**config.mk**
```make
export PLATFORM = sky130hd
export DESIGN_NAME = masked_byte_pattern_finder
export DESIGN_NICKNAME = d
export VERILOG_FILES = /design/src/rtl/core/mbpf_pkg.sv /design/src/rtl/core/mbpf_matcher.sv /design/src/rtl/core/masked_byte_pattern_finder.sv
export SDC_FILE = /design/constraint.sdc
export NUM_CORES = 1
export LEC_CHECK = 0
export BUFFER_PORTS_ARGS = -buffer_cell sky130_fd_sc_hd__buf_2
export CAP_MARGIN = 20
export CORE_MARGIN = 2
export CORE_UTILIZATION = 50
export DETAILED_ROUTE_END_ITERATION = 12
export HOLD_SLACK_MARGIN = 0.02
export PLACE_DENSITY_LB_ADDON = 0.25
export RECOVER_POWER = 25
export SYNTH_ARGS = -nofsm -noshare
export SYNTH_HDL_FRONTEND = slang
export SYNTH_SLANG_ARGS = --single-unit
```
**constraint.sdc**
```tcl
create_clock -name i_clk -period 19.4 [get_ports i_clk]
set_input_delay 1.94 -clock i_clk [delete_from_list [all_inputs] [get_ports i_clk]]
set_output_delay 1.94 -clock i_clk [all_outputs]
set_load 0.02 [all_outputs]
```
**src/rtl/core/mbpf_pkg.sv**
```systemverilog
`default_nettype none
// ----------------------------------------------------------------------------
// mbpf_pkg
// Shared types and constants for the masked byte pattern finder.
// ----------------------------------------------------------------------------
package mbpf_pkg;

    localparam int SIG_BYTES    = 16;  // signature bytes held in the registers
    localparam int CFG_DATA_W   = 64;
    localparam int CFG_ADDR_W   = 5;
    localparam int OUT_OFFSET_W = 32;
    localparam int LEN_W        = 5;

    // register index, taken from paddr[4:3]
    localparam logic [1:0] REG_PAT_LO = 2'd0;
    localparam logic [1:0] REG_PAT_HI = 2'd1;
    localparam logic [1:0] REG_CARE   = 2'd2;
    localparam logic [1:0] REG_LENGTH = 2'd3;

    typedef logic [SIG_BYTES-1:0][7:0] t_signature;

    typedef struct packed {
        logic [7:0] data_byte;
        logic       last_byte;
    } t_in_item;

    typedef struct packed {
        logic                    found;
        logic [OUT_OFFSET_W-1:0] match_offset;
    } t_out_item;

endpackage : mbpf_pkg
`default_nettype wire

```
**src/rtl/core/mbpf_matcher.sv**
```systemverilog
`default_nettype none
// ----------------------------------------------------------------------------
// mbpf_matcher
// Masked compare of the byte window against the signature, one pass.
// ----------------------------------------------------------------------------
module mbpf_matcher #(
    parameter int WIN_BYTES = 16
) (
    input  wire logic [WIN_BYTES-1:0][7:0]       i_window,   // index 0 is newest
    input  wire mbpf_pkg::t_signature            i_signature,
    input  wire logic [mbpf_pkg::SIG_BYTES-1:0]  i_care,
    input  wire logic [mbpf_pkg::LEN_W-1:0]      i_len,      // 1..WIN_BYTES
    output logic                                 o_hit
);

    localparam int IDX_W = (WIN_BYTES > 1) ? $clog2(WIN_BYTES) : 1;

    logic [IDX_W-1:0] idx [WIN_BYTES];

    // signature byte n lines up with window byte len-1-n
    always_comb begin
        o_hit = 1'b1;
        for (int n = 0; n < WIN_BYTES; n++) begin
            idx[n] = IDX_W'(i_len - mbpf_pkg::LEN_W'(n + 1));
            if ((mbpf_pkg::LEN_W'(n) < i_len) && i_care[n]) begin
                if (i_window[idx[n]] != i_signature[n]) begin
                    o_hit = 1'b0;
                end
            end
        end
    end

endmodule : mbpf_matcher
`default_nettype wire

```
**src/rtl/core/masked_byte_pattern_finder.sv**
```systemverilog
`default_nettype none
// Latency: a result is valid the cycle after the last byte of a buffer is taken.
// Throughput: one byte per cycle; the masked compare over the whole window is a
//   single combinational pass between the window registers and the match state.
// A last byte is held off only while the previous result is still stalled.
// Reset: synchronous, active low; clears search state, output valid and the
//   registers to their defaults (care mask all ones, length one).
// ----------------------------------------------------------------------------
// masked_byte_pattern_finder
// Streams a buffer byte by byte, looks for a masked signature of up to 16
// bytes and reports the highest start offset of any full match at buffer end.
// ----------------------------------------------------------------------------
module masked_byte_pattern_finder #(
    parameter int MAX_PATTERN_BYTES = 16,
    parameter int OFFSET_BITS       = 32
) (
    input  wire logic                              i_clk,
    input  wire logic                              i_rst_n,
    // byte request channel
    input  wire logic                              i_in_valid,
    output logic                                   o_in_stall,
    input  wire mbpf_pkg::t_in_item                i_in_data,
    // result channel
    output logic                                   o_out_valid,
    input  wire logic                              i_out_stall,
    output mbpf_pkg::t_out_item                    o_out_data,
    // configuration port
    input  wire logic                              psel,
    input  wire logic                              penable,
    input  wire logic                              pwrite,
    input  wire logic [mbpf_pkg::CFG_ADDR_W-1:0]   paddr,
    input  wire logic [mbpf_pkg::CFG_DATA_W-1:0]   pwdata,
    output logic [mbpf_pkg::CFG_DATA_W-1:0]        prdata,
    output logic                                   pready
);

    // Only the first min(MAX_PATTERN_BYTES, 16) window bytes can ever be compared,
    // so the window is no deeper than that.
    localparam int WIN_BYTES = (MAX_PATTERN_BYTES < mbpf_pkg::SIG_BYTES) ?
                               MAX_PATTERN_BYTES : mbpf_pkg::SIG_BYTES;

    // ------------------------------------------------------------------
    // Configuration registers
    // ------------------------------------------------------------------
    logic [63:0]                       r_pat_lo;
    logic [63:0]                       r_pat_hi;
    logic [mbpf_pkg::SIG_BYTES-1:0]    r_care;
    logic [mbpf_pkg::LEN_W-1:0]        r_len;
    logic                              cfg_wr;

    assign pready = 1'b1;
    assign cfg_wr = psel && penable && pwrite;

    always_ff @(posedge i_clk) begin
        if (!i_rst_n) begin
            r_pat_lo <= '0;
            r_pat_hi <= '0;
            r_care   <= '1;
            r_len    <= mbpf_pkg::LEN_W'(1);
        end else if (cfg_wr) begin
            unique case (paddr[4:3])
                mbpf_pkg::REG_PAT_LO: r_pat_lo <= pwdata;
                mbpf_pkg::REG_PAT_HI: r_pat_hi <= pwdata;
                mbpf_pkg::REG_CARE:   r_care   <= pwdata[mbpf_pkg::SIG_BYTES-1:0];
                mbpf_pkg::REG_LENGTH: r_len    <= pwdata[mbpf_pkg::LEN_W-1:0];
                default: ;
            endcase
        end
    end

    always_comb begin
        unique case (paddr[4:3])
            mbpf_pkg::REG_PAT_LO: prdata = r_pat_lo;
            mbpf_pkg::REG_PAT_HI: prdata = r_pat_hi;
            mbpf_pkg::REG_CARE:   prdata = mbpf_pkg::CFG_DATA_W'(r_care);
            mbpf_pkg::REG_LENGTH: prdata = mbpf_pkg::CFG_DATA_W'(r_len);
            default:              prdata = '0;
        endcase
    end

    // Effective length: zero reads as one, anything past the window is capped.
    logic [mbpf_pkg::LEN_W-1:0] eff_len;

    always_comb begin
        if (r_len == '0) begin
            eff_len = mbpf_pkg::LEN_W'(1);
        end else if (r_len > mbpf_pkg::LEN_W'(WIN_BYTES)) begin
            eff_len = mbpf_pkg::LEN_W'(WIN_BYTES);
        end else begin
            eff_len = r_len;
        end
    end

    // ------------------------------------------------------------------
    // Search state
    // ------------------------------------------------------------------
    logic [WIN_BYTES-1:0][7:0] r_window;   // newest byte at index 0
    logic [WIN_BYTES-1:0][7:0] n_window;
    logic [OFFSET_BITS-1:0]    r_count;
    logic [OFFSET_BITS-1:0]    n_count;
    logic                      r_seen;
    logic [OFFSET_BITS-1:0]    r_start;
    logic [OFFSET_BITS-1:0]    n_start;
    logic                      win_hit;
    logic                      hit;
    logic                      in_acc;
    logic [63:0]               start_wide;

    assign in_acc = i_in_valid && !o_in_stall;

    // Only a buffer's last byte needs the result register, so only it waits.
    assign o_in_stall = o_out_valid && i_out_stall && i_in_data.last_byte;

    always_comb begin
        n_window[0] = i_in_data.data_byte;
        for (int k = 1; k < WIN_BYTES; k++) begin
            n_window[k] = r_window[k-1];
        end
    end

    // byte count saturates at all ones
    assign n_count = (r_count == '1) ? r_count : r_count + OFFSET_BITS'(1);
    assign n_start = n_count - OFFSET_BITS'(eff_len);

    mbpf_matcher #(
        .WIN_BYTES (WIN_BYTES)
    ) u_matcher (
        .i_window    (n_window),
        .i_signature (mbpf_pkg::t_signature'({r_pat_hi, r_pat_lo})),
        .i_care      (r_care),
        .i_len       (eff_len),
        .o_hit       (win_hit)
    );

    // a match counts only once the whole window lies inside this buffer
    assign hit = win_hit && (n_count >= OFFSET_BITS'(eff_len));

    // Window bytes left over from an earlier buffer are masked by the count
    // check, so the window itself needs no clear.
    always_ff @(posedge i_clk) begin
        if (in_acc) begin
            r_window <= n_window;
        end
    end

    always_ff @(posedge i_clk) begin
        if (!i_rst_n) begin
            r_count <= '0;
            r_seen  <= 1'b0;
            r_start <= '0;
        end else if (in_acc) begin
            if (i_in_data.last_byte) begin
                r_count <= '0;
                r_seen  <= 1'b0;
                r_start <= '0;
            end else begin
                r_count <= n_count;
                if (hit) begin
                    r_seen  <= 1'b1;
                    r_start <= n_start;
                end
            end
        end
    end

    // ------------------------------------------------------------------
    // Result register
    // ------------------------------------------------------------------
    // Latest match wins: this byte's hit, else the stored one, else zero.
    assign start_wide = hit    ? 64'(n_start) :
                        r_seen ? 64'(r_start) : 64'd0;

    always_ff @(posedge i_clk) begin
        if (!i_rst_n) begin
            o_out_valid <= 1'b0;
        end else if (in_acc && i_in_data.last_byte) begin
            o_out_valid <= 1'b1;
        end else if (!i_out_stall) begin
            o_out_valid <= 1'b0;
        end
    end

    always_ff @(posedge i_clk) begin
        if (in_acc && i_in_data.last_byte) begin
            o_out_data.found        <= hit || r_seen;
            o_out_data.match_offset <= start_wide[mbpf_pkg::OUT_OFFSET_W-1:0];
        end
    end

    // ------------------------------------------------------------------
    // Assertions
    // ------------------------------------------------------------------
    a_last_gives_result: assert property (@(posedge i_clk) disable iff (!i_rst_n)
        in_acc && i_in_data.last_byte |=> o_out_valid)
        else $error("no result after last byte");

    a_last_clears_count: assert property (@(posedge i_clk) disable iff (!i_rst_n)
        in_acc && i_in_data.last_byte |=> (r_count == '0) && !r_seen)
        else $error("search state not cleared at buffer end");

    a_no_find_zero_offset: assert property (@(posedge i_clk) disable iff (!i_rst_n)
        o_out_valid && !o_out_data.found |-> o_out_data.match_offset == '0)
        else $error("offset non-zero without a match");

    a_stall_only_when_full: assert property (@(posedge i_clk) disable iff (!i_rst_n)
        o_in_stall |-> o_out_valid && i_out_stall)
        else $error("input stalled with result register free");

endmodule : masked_byte_pattern_finder
`default_nettype wire
```
# Yosys cells after proc, flatten, opt, wreduce, memory -nomap -nowiden
# Cells that the tools add are included.
[classes] n_eq_ne=21 addsub=18 n_mux=77 magnitude_cmp=34 n_reduce_logical=33
[ops] cell="$bmux 8 s4" n=16
[ops] cell="$pmux 64 s4" n=1
[ops] cell="$mux 32" n=6
[ops] cell="$mux 8" n=16
[ops] cell="$ne 8x8->1" n=16
[ops] cell="$lt 4x5->1 const B" n=16
[ops] cell="$lt 4x5->1 const A" n=8
[ops] cell="$mux 1" n=36
[ops] cell="$add 32x1->32 const B" n=1
[ops] cell="$eq 32x32->1 const B" n=1
[ops] cell="$ge 32x5->1" n=1
[ops] cell="$sub 32x5->32" n=1
[ops] cell="$sub 4x4->4 const B" n=8
[ops] cell="$logic_and 1x1->1" n=23
[ops] cell="$lt 3x5->1 const A" n=4
[ops] cell="$sub 4x3->4 const B" n=4
[ops] cell="$lt 1x5->1 const A" n=2
[ops] cell="$lt 2x5->1 const A" n=2
[ops] cell="$mux 5" n=2
[ops] cell="$reduce_and 2->1" n=5
[ops] cell="$sub 4x1->4 const B" n=2
[ops] cell="$sub 4x2->4 const B" n=2
[ops] cell="$gt 5x5->1 const B" n=1
[ops] cell="$logic_not 5->1" n=1
[ops] cell="7 further kinds" n=8
[word_totals] reg_bits=368 out_inout_bits=100 input_bits=85 word_cells=208

# Longest topological paths before layout
# Gate-level depths: netlist of the first run.
[logic_depth] ltp_word=42 mapped_depth=23

# By module
# A second synthesis of the first run with hierarchy kept.
[hier_totals] cells_unflattened=2373 hier_area_um2=24415.9
[modules_own_cells] mod="masked_byte_pattern_finder" cells_per_inst=1544 area_per_inst_um2=15336.0 instances=1 seq_area_each_um2=8898.5
[modules_own_cells] mod="mbpf_matcher" cells_per_inst=829 area_per_inst_um2=9080.0 instances=1 seq_area_each_um2=0.0

# Worst setup path after synthesis of the first run
# Ideal clock, no wire load.
[synth_path] kind="in2reg" startpoint="in i_in_data[0] in the netlist's numbering" endpoint="reg o_out_data[0] in the netlist's numbering (enable)" cell_stages=7 required_ns=19.012 setup_slack_ns=11.916 arrival_time_ns=7.097 cell_sequence="clkbuf_1 -> nand3_1 -> nand2_1 -> inv_1 -> clkbuf_1 -> nand2_1 -> inv_1"
[synth_between] elab_chain_cells=4
[synth_rtl] element="start: declaration" line="masked_byte_pattern_finder.sv:22" rtl="input wire mbpf_pkg::t_in_item i_in_data,"
[synth_rtl] element="$logic_and 1x1->1" line="masked_byte_pattern_finder.sv:112" rtl="assign o_in_stall = o_out_valid && i_out_stall && i_in_data.last_byte;"
[synth_rtl] element="$logic_not 1->1" line="masked_byte_pattern_finder.sv:109" rtl="assign in_acc = i_in_valid && !o_in_stall;"
[synth_rtl] element="$logic_and 1x1->1" line="masked_byte_pattern_finder.sv:109"
[synth_rtl] element="via in_acc" line="masked_byte_pattern_finder.sv:106" rtl="logic in_acc;"
[synth_rtl] element="$logic_and 1x1->1" line="masked_byte_pattern_finder.sv:184" rtl="if (in_acc && i_in_data.last_byte) begin"
[synth_rtl] element="end: declaration" line="masked_byte_pattern_finder.sv:26" rtl="output mbpf_pkg::t_out_item o_out_data,"
# The timed path passes the listed nets, and every way through them passes these cells.
# A chain may end at the register's enable or synchronous reset.

# Final worst setup path of the first run
[layout_path] startpoint="reg r_len[2] in the netlist's numbering" endpoint="reg r_start[14]"
[layout_between] elab_chain_cells=42 elab_cells_between_ends=139 classes_between="17 x add/sub; 18 x order compare; 16 x eq/ne; 68 x mux; 20 x reduce/logical"
[layout_rtl] element="start: declaration" line="masked_byte_pattern_finder.sv:48" rtl="logic [mbpf_pkg::LEN_W-1:0] r_len;"
[layout_rtl] element="start signal: assignment" line="masked_byte_pattern_finder.sv:59" rtl="r_len <= mbpf_pkg::LEN_W'(1);"
[layout_rtl] element="start signal: assignment" line="masked_byte_pattern_finder.sv:65" rtl="mbpf_pkg::REG_LENGTH: r_len <= pwdata[mbpf_pkg::LEN_W-1:0];"
[layout_rtl] element="$gt 5x5->1" line="masked_byte_pattern_finder.sv:87" rtl="end else if (r_len > mbpf_pkg::LEN_W'(WIN_BYTES)) begin"
[layout_rtl] element="$mux 5" line="masked_byte_pattern_finder.sv:87"
[layout_rtl] element="$mux 5 *" line="masked_byte_pattern_finder.sv:85" rtl="if (r_len == '0) begin"
[layout_rtl] element="$sub 4x1->4" line="mbpf_matcher.sv:24" rtl="idx[n] = IDX_W'(i_len - mbpf_pkg::LEN_W'(n + 1));"
[layout_rtl] element="$bmux 8 s4" line="mbpf_matcher.sv:26" rtl="if (i_window[idx[n]] != i_signature[n]) begin"
[layout_rtl] element="$mux 8 (not written as such)" line="mbpf_matcher.sv:26"
[layout_rtl] element="$ne 8x8->1" line="mbpf_matcher.sv:26"
[layout_rtl] element="$mux 1" line="mbpf_matcher.sv:26"
[layout_rtl] element="[... 26 more ...]"
[layout_rtl] element="$mux 1" line="mbpf_matcher.sv:25" rtl="if ((mbpf_pkg::LEN_W'(n) < i_len) && i_care[n]) begin"
[layout_rtl] element="$mux 1" line="mbpf_matcher.sv:26"
[layout_rtl] element="$mux 1" line="mbpf_matcher.sv:25"
[layout_rtl] element="$mux 1" line="mbpf_matcher.sv:26"
[layout_rtl] element="$mux 1" line="mbpf_matcher.sv:25"
[layout_rtl] element="$logic_and 1x1->1" line="masked_byte_pattern_finder.sv:136" rtl="assign hit = win_hit && (n_count >= OFFSET_BITS'(eff_len));"
[layout_rtl] element="$reduce_bool 2->1 (no source line)"
[layout_rtl] element="$reduce_and 2->1 (no source line)"
[layout_rtl] element="end signal: assignment" line="masked_byte_pattern_finder.sv:160" rtl="r_start <= n_start;"
[layout_rtl] element="end: declaration" line="masked_byte_pattern_finder.sv:102" rtl="logic [OFFSET_BITS-1:0] r_start;"
# Mark *: on every way between the ends. The rest lies on a longest branch, timed or not. The select of a mux whose other input is x is not followed.

==> results of run 1 <==
[registers in the layout (all words and copies together) (netlist names)]
register and cells:
n_window 120, r_pat_hi 64, r_pat_lo 64, o_out_data 33, r_count 32, r_start 32, r_care 16, r_len 5
o_out_valid 1, r_seen 1
[cell usage after synthesis (23+ instances only)]
cell type,number
a32o_1,29
nor2b_1,32
o21ai_0,78
a21boi_0,136
mux2_2,30
a221oi_1,29
nand2_1,490
clkbuf_1,157
a22oi_1,105
nand3_1,37
mux2i_1,131
nor2_1,113
nand2b_1,52
a21oi_1,52
a211oi_1,124
dfxtp_1,215
and3_1,25
edfxtp_1,153
nor4_1,53
xnor2_1,88
nand4_1,23
xor2_1,63
mux4_2,80
nor3_1,29
[logic make-up after synthesis]
logic type	count (synthesis)
muxes	241
and+or+nand+nor	947
xor gates and xnor gates	151
adders and majority gates	13
buffers and inverters	225
AOI/OAI and AO/OA	713
other	1
DFF	368
[critical path, cell delays in order (launching register included)]
cell	delay, ns
dfxtp_1	0.83
nor4_4	0.07
buf_4	0.29
nor2_8	0.51
inv_4	0.41
ha_4	0.78
buf_4	0.69
nand2_1	0.10
a211oi_1	0.53
or2_2	0.23
a22oi_1	0.09
and4_1	0.21
nor4_1	0.73
a41oi_1	0.40
a31oi_1	0.25
nand4_1	0.28
a311oi_4	0.33
buf_4	0.55
o21ai_2	0.13
buf_4	0.29
a22o_1	0.27
[report_power, final]
group          total [mW]  switching [mW]  internal (mW)  leakage (nW)
Clock               0.831           0.348          0.483         0.681
Sequential          0.861          0.0289          0.832          3.23
Combinational       0.280           0.174          0.106          6.02
Total                1.97           0.551           1.42          9.93
[final timing paths]
path | startpoint | end | cells past startpoint | slack (ns)
worst min-delay path | r_start[2]$_SDFFE_PN0P_ | r_start[2]$_SDFFE_PN0P_ | 1 | 0.47
worst max-delay path | r_len[2]$_SDFFE_PN0P_ | r_start[14]$_SDFFE_PN0P_ | 20 | 11.11
worst min register to register | r_start[2]$_SDFFE_PN0P_ | r_start[2]$_SDFFE_PN0P_ | 1 | 0.47
worst max register to register | r_len[2]$_SDFFE_PN0P_ | r_start[14]$_SDFFE_PN0P_ | 20 | 11.11
[per-layer routing]
layer	vias to the layer above	routed length, um	part of all wire (%)
met4	0	5720	6.6
met3	222	7800	8.9
met2	1211	39100	45
met1	11106	34700	40
met5	-	0	0
li1	10133	-	-
[layout by cell type (no fill, tap or decap), types with 21 or more instances in the layout]
master	n
xor2_1	63
edfxtp_1	153
buf_2	147
xnor2_1	84
mux2i_1	131
clkbuf_16	44
a21oi_1	51
nand2_1	489
nand4_1	23
a21boi_0	136
a211oi_1	124
a221oi_1	29
nor2b_1	31
nand2b_1	52
mux4_2	80
o21ai_0	78
nor4_1	53
nor3_1	28
buf_4	53
dfxtp_1	214
a32o_1	29
mux2_2	30
nand3_1	37
and3_1	25
clkbuf_1	40
nor2_1	112
a22oi_1	105
a31oi_1	21
[stage by stage]
stage / power, mW / instance area (um2) / setup slack, ns / hold WS, ns / util [%]
after global placement: 1.14 / 25800 / 11.54 / 0.445 / 53.1
after detailed placement: 1.15 / 25900 / 11.46 / 0.446 / 53.2
after CTS: 1.97 / 27300 / 11.38 / 0.464 / 56.1
final: 1.97 / 27300 / 11.11 / 0.465 / 56.2
after floorplan: 1.05 / 24500 / 11.92 / 0.432 / -
after global routing: 2.02 / 27300 / 10.91 / 0.477 / 56.2
[final cells by class]
| type | instances | area, um2 | share of cell area, % |
|---|---|---|---|
| Antenna cell | 1 | 2.50 | 0.00916 |
| Clock buffer | 55 | 1180 | 4.33 |
| Clock inverter | 20 | 214 | 0.783 |
| Inverter | 21 | 83.8 | 0.307 |
| Multi-Input combinational cell | 2066 | 14800 | 54.2 |
| Sequential cell | 368 | 8900 | 32.6 |
| Tap cell | 622 | 778 | 2.85 |
| Timing Repair Buffer | 239 | 1360 | 4.97 |
==> results.tsv, run 1 <==
stage	metric	value	unit
power	Static Leakage	9.93	nW
grt	GR Util met1	44.7	%
routing	DR WL/cell	25.8	um
synth	Post-Synth Simple-Gate Area	18.1	%
worst_setup_path	Crit Path Max Fanout	74	
sta	Setup violations, final	0	
routing	antenna-violating nets left	0	
finish	Final #Nets	2836	
grt	busiest grt layer	met2	
synth	Mapped Area	0.0245	mm2
worst_setup_path	Crit Path Class	register to register	
routing	via count	22672	
floorplan	# IOs	185	
grt	antenna violations before repair	1	
synth	number of flops mapped to enable cells by yosys	153	
power	power per cell area	72.2	mW/mm2
floorplan	Core Box Area	0.0486	mm2
power	VDD IR-drop max	70.4	uV
synth	syn_nets	2757	
routing	1st-pass router iterations	9	
synth	Area contributors post-synth	edfxtp_1 (19%), dfxtp_1 (18%), nand2_1 (7.5%), mux4_2 (7.3%), mux2i_1 (5.3%)	
floorplan	Starting Density	50.4	%
cts	Post-CTS Setup Inserts	0	
cts	CTS tree	done	
floorplan	Site Rows	81	
synth	Distinct cells, synth	73	
finish	Final Non-Filler Cells	3392	
floorplan	Die ar.	0.0508	mm2
routing	DR vias/cell	6.68	
sta	worst slew pin tran	3.38	ns
outcome	status	complete, but fails checks	
sta	total negative slack	0	ns
synth	Post-Syn Instances	2659	
cts	Clock Path Buffers	3	
worst_setup_path	Worst EP arrival	8.78	ns
synth	cell taking the most area after synthesis	edfxtp_1	
grt	vias in the first global route	20826	
worst_setup_path	CP Capture Type	register	
worst_setup_path	Critical Path RT	19.89	ns
floorplan	Die Ht	225	um
cts	CTS Root Cell	clkbuf_16	
sta	final hold vios	0	
synth	largest family of logic cells by synthesized area	compound AO/OA/AOI/OAI gates	
routing	Iter 0 DRT Violations	2658	
grt	largest net degree at the start of global routing	120	
grt	Total GRT Usage	33.6	%
finish	ratio of cells with drive above 1 in the final layout	15.6	%
min_path	Hold Path Class	register to register	
sta	Clock Skew	0.0256	ns
sta	unrepaired setup endpoints after global routing	false	
place	dpl hpwl	61800	um
sta	Slew Viols, Final	71	
synth	Yosys warnings	0	
cts	Clock Latency Late Sink	0.59	ns
routing	DRC	0	
sta	Fmax achieved	0.121	GHz
synth	Synth async-reset ratio	0	%
sta	slew margin rel.	-126	%
synth	Top FF cell, synth	dfxtp_1	
cts	post-cts sizing count	0	
synth	post-synthesis compound-gate area fraction	21.7	%
outcome	violated checks	capacitance limit, slew limit	
place	I/O Buffers	180	
grt	grt met3 use	5.89	%
routing	total wire length	87400	um
synth	Yosys reg bits	368	
cts	Post-CTS Hold Buffers	0	
cts	Reg clk slew, reported paths	0.06	ns
synth	mux share of post-synthesis cell area	14.1	%
cts	H-tree levels	2	
place	Placed Cells	3308	
sta	final period utilization	42.7	%
finish	Area Overhead vs Synth	11.4	%
synth	Post-Synth XOR/XNOR Area	5.39	%
synth	post-synthesis share of cell area spent on full adders, half adders and majority gates	0.694	%
grt	GR Layer Usage met2	51.4	%
finish	number of fill cells	4299	
grt	Overflow after GRT	0	
cts	clock sink total	368	
run	max-cap viol count	1	
synth	Mean Syn Cell Area	9.23	um2
grt	first-pass GRT wire length	129000	um
floorplan	die width	225	um
sta	Tmin final	8.29	ns
synth	register area share after synthesis	36.3	%
worst_setup_path	startpoint types	register	
place	gpl congestion	0.972	
synth	post-synth top area share	18.7	%
cts	cts bufs inserted	42	
Note: power is estimated with default switching activity, not from simulation.
==> run 2: changes to the inputs <==
--- a/config.mk
+++ b/config.mk
@@ -5,6 +5,7 @@
 export SDC_FILE = /design/constraint.sdc
 export NUM_CORES = 1
 export LEC_CHECK = 0
+export ABC_AREA = 1
 export BUFFER_PORTS_ARGS = -buffer_cell sky130_fd_sc_hd__buf_2
 export CAP_MARGIN = 20
 export CORE_MARGIN = 2
==> constraint.sdc (replaced) <==
create_clock -name i_clk -period 7.9 [get_ports i_clk]
set_input_delay 0.79 -clock i_clk [delete_from_list [all_inputs] [get_ports i_clk]]
set_output_delay 0.79 -clock i_clk [all_outputs]
set_load 0.02 [all_outputs]
==> results.tsv, run 2 <==
stage	metric	value	unit
floorplan	Die Ht	225	um
grt	largest net degree at the start of global routing	85	
grt	Overflow after GRT	0	
finish	final instance area	0.0269	mm2
synth	Commonest cells post-synth	nand3_1 (1040), nand2_1 (974), inv_1 (327)	
floorplan	# IOs	185	
finish	fin util	55.3	%
synth	Distinct cells, synth	42	
finish	Final #Nets	3883	
synth	post-synth top area share	21.3	%
routing	DR vias/cell	6.01	
synth	number of flops mapped to enable cells by yosys	153	
cts	CTS Root Cell	clkbuf_16	
cts	post-cts sizing count	0	
sta	worst hold margin	0.445	ns
cts	Post-CTS Setup Inserts	0	
worst_setup_path	CP Capture Type	register	
worst_setup_path	crit path from	r_len[4]$_SDFFE_PN0P_	
grt	vias in the first global route	23176	
floorplan	Core Box Area	0.0486	mm2
cts	cts bufs inserted	43	
sta	fin worst setup slack	1.67	ns
finish	Final Non-Filler Cells	4443	
worst_setup_path	highest-delay cell along the critical path	buf_4	
synth	syn_nets	3826	
place	dpl hpwl	69400	um
place	I/O Buffers	180	
routing	routed wl met2	40800	um
grt	first-pass GRT wire length	140000	um
sta	Clock Skew	0.0274	ns
power	total power	5.15	mW
cts	Clock Latency Late Sink	0.60	ns
finish	Area Overhead vs Synth	9.93	%
routing	Top Metal Used	met4	
synth	Post-Syn Instances	3728	
synth	Mean Syn Cell Area	6.57	um2
synth	top-count cell post-synth	nand3_1	
sta	slew margin rel.	-103	%
worst_setup_path	Critical Path RT	8.36	ns
worst_setup_path	startpoint types	register	
sta	worst slew pin tran	3.02	ns
grt	Total GRT Usage	36.5	%
sta	final hold vios	0	
power	power per cell area	191	mW/mm2
sta	Tmin final	6.23	ns
synth	cell taking the most area after synthesis	nand3_1	
worst_setup_path	reg-to-reg slack, setup	1.67	ns
routing	Iter 0 DRT Violations	3816	
synth	register area share after synthesis	36.4	%
power	Static Leakage	12.0	nW
cts	Reg clk slew, reported paths	0.06	ns
min_path	Hold Path Class	register to register	
worst_setup_path	CP max stage delay	0.65	ns
routing	1st-pass router iterations	8	
cts	H-tree levels	2	
min_path	Hold Crit Depth	0	
routing	total wire length	94500	um
routing	met3 routed WL	10300	um
synth	Top FF cell, synth	dfxtp_1	
place	Placed Cells	4361	
floorplan	Die ar.	0.0507	mm2
routing	DRC	0	
routing	via count	26715	
finish	max FFs per register	120	
floorplan	Site Rows	81	
sta	Fmax achieved	0.161	GHz
cts	Clock Path Buffers	3	
worst_setup_path	Worst R2R Start	r_len[4]$_SDFFE_PN0P_	
cts	CTS tree	done	
floorplan	die width	225	um
routing	DR WL/cell	21.3	um
cts	Post-CTS Hold Buffers	0	
finish	ratio of cells with drive above 1 in the final layout	8.04	%
sta	total negative slack	0	ns
worst_setup_path	Crit Path Max Fanout	68	
synth	Synth async-reset ratio	0	%
run	max-cap viol count	2	
synth	Yosys warnings	0	
outcome	status	complete, but fails checks	
grt	antenna violations before repair	1	
cts	clock sink total	368	
sta	unrepaired setup endpoints after global routing	false	
routing	met1 WL	36000	um
finish	most frequent cells in the layout	nand3_1 (1040), nand2_1 (971), inv_1 (323), dfxtp_1 (215), a21oi_1 (211)	
synth	Mapped Area	0.0245	mm2
worst_setup_path	Crit Reg-Reg Endpoint	r_start[6]$_SDFFE_PN0P_	
sta	final period utilization	78.9	%
place	pre-CTS setup slack	1.87	ns
place	gpl congestion	1.07	
routing	antenna-violating nets left	0	
synth	Yosys reg bits	368	
min_path	Hold Startpoint	n_window[29]$_DFFE_PP_	
place	Area after DPL	0.0256	mm2
floorplan	Starting Density	50.3	%
worst_setup_path	Worst EP arrival	6.69	ns
worst_setup_path	cells on worst reg2reg path	20	
power	VDD IR-drop max	141	uV
synth	Area contributors post-synth	nand3_1 (21%), edfxtp_1 (19%), dfxtp_1 (18%), nand2_1 (15%), inv_1 (5.0%)	
outcome	violated checks	capacitance limit, slew limit	
finish	commonest non-fill, non-tap cell in the layout	nand3_1	
worst_setup_path	worst-path cell chain	inv_2, nand2_2, inv_2, ha_2, buf_4, nand3_1, nand3_1, nand3_1, nand3_1, nand4_1, nor2_1, nand2_1, nand2_1, nand2_1, clkinv_1, nand2_1, nor2_4, nand3_2, nand3_1, a21oi_1	
sta	Slew Viols, Final	112	
worst_setup_path	most used cell, CP	nand3_1	
worst_setup_path	Crit Path Class	register to register	
sta	Setup violations, final	0	
min_path	Hold EP	n_window[37]$_DFFE_PP_	
==> run 2: cell count changes after synthesis, sizes merged, moves of 131 or more <==
| cell | before | now |
|---|---|---|
| a21boi | 136 | 3 |
| a21oi | 52 | 213 |
| inv | 19 | 336 |
| mux2i | 131 | 0 |
| nand2 | 490 | 983 |
| nand3 | 38 | 1043 |
==> run 2: cell type report <==
cell class                 instances  area, um2
sequential                       368       8900
timing repair buffer             223       1230
clock buffer                      61       1200
antenna                            1       2.50
inverter                         339       1280
multi-input combinational       2810      13400
clock inverter                    19        164
tap                              622        778
fill                            4880      21700
==> run 2: worst max-delay path: cells and delay by family (launching register included) <==
kind            cells  cell delay [ns]
compound gates      1             0.10
fa+ha+maj           1             0.45
buf+inv             4             1.44
flops               1             0.64
simple gates       14             3.37
==> run 2: power breakdown <==
part	internal (mW)	total [mW]	leakage [nW]	switching [mW]
Clock	1.13	2.00	0.665	0.864
Sequential	2.05	2.09	3.23	0.0375
Combinational	0.295	1.06	8.08	0.768
Total	3.48	5.15	12.0	1.67
==> run 2: cell families after synthesis <==
family | synth area share [%]
AOI/OAI and AO/OA | 9.88
xor gates and xnor gates | 2.07
adders and majority gates | 0.695
buffers and inverters | 9.18
DFF | 36.4
other | 0.0153
and+or+nand+nor | 41.8
==> run 2: worst max path at each step <==
stage | endpoint | slack [ns]
after floorplan | o_out_data[0]$_DFFE_PP_ | 2.50
after global placement | r_start[7]$_SDFFE_PN0P_ | 1.88
after detailed placement | r_start[6]$_SDFFE_PN0P_ | 1.87
after CTS | r_start[13]$_SDFFE_PN0P_ | 1.85
after global routing | o_out_data[18]$_DFFE_PP_ | 1.25
final | r_start[6]$_SDFFE_PN0P_ | 1.67
==> run 2: metal layers <==
layer | GRT usage, % | up-vias
met4 | 25.6 | 0
met5 | 0 | -
met2 | 55.7 | 1622
li1 | - | 12755
met1 | 46.4 | 12049
met3 | 7.13 | 289
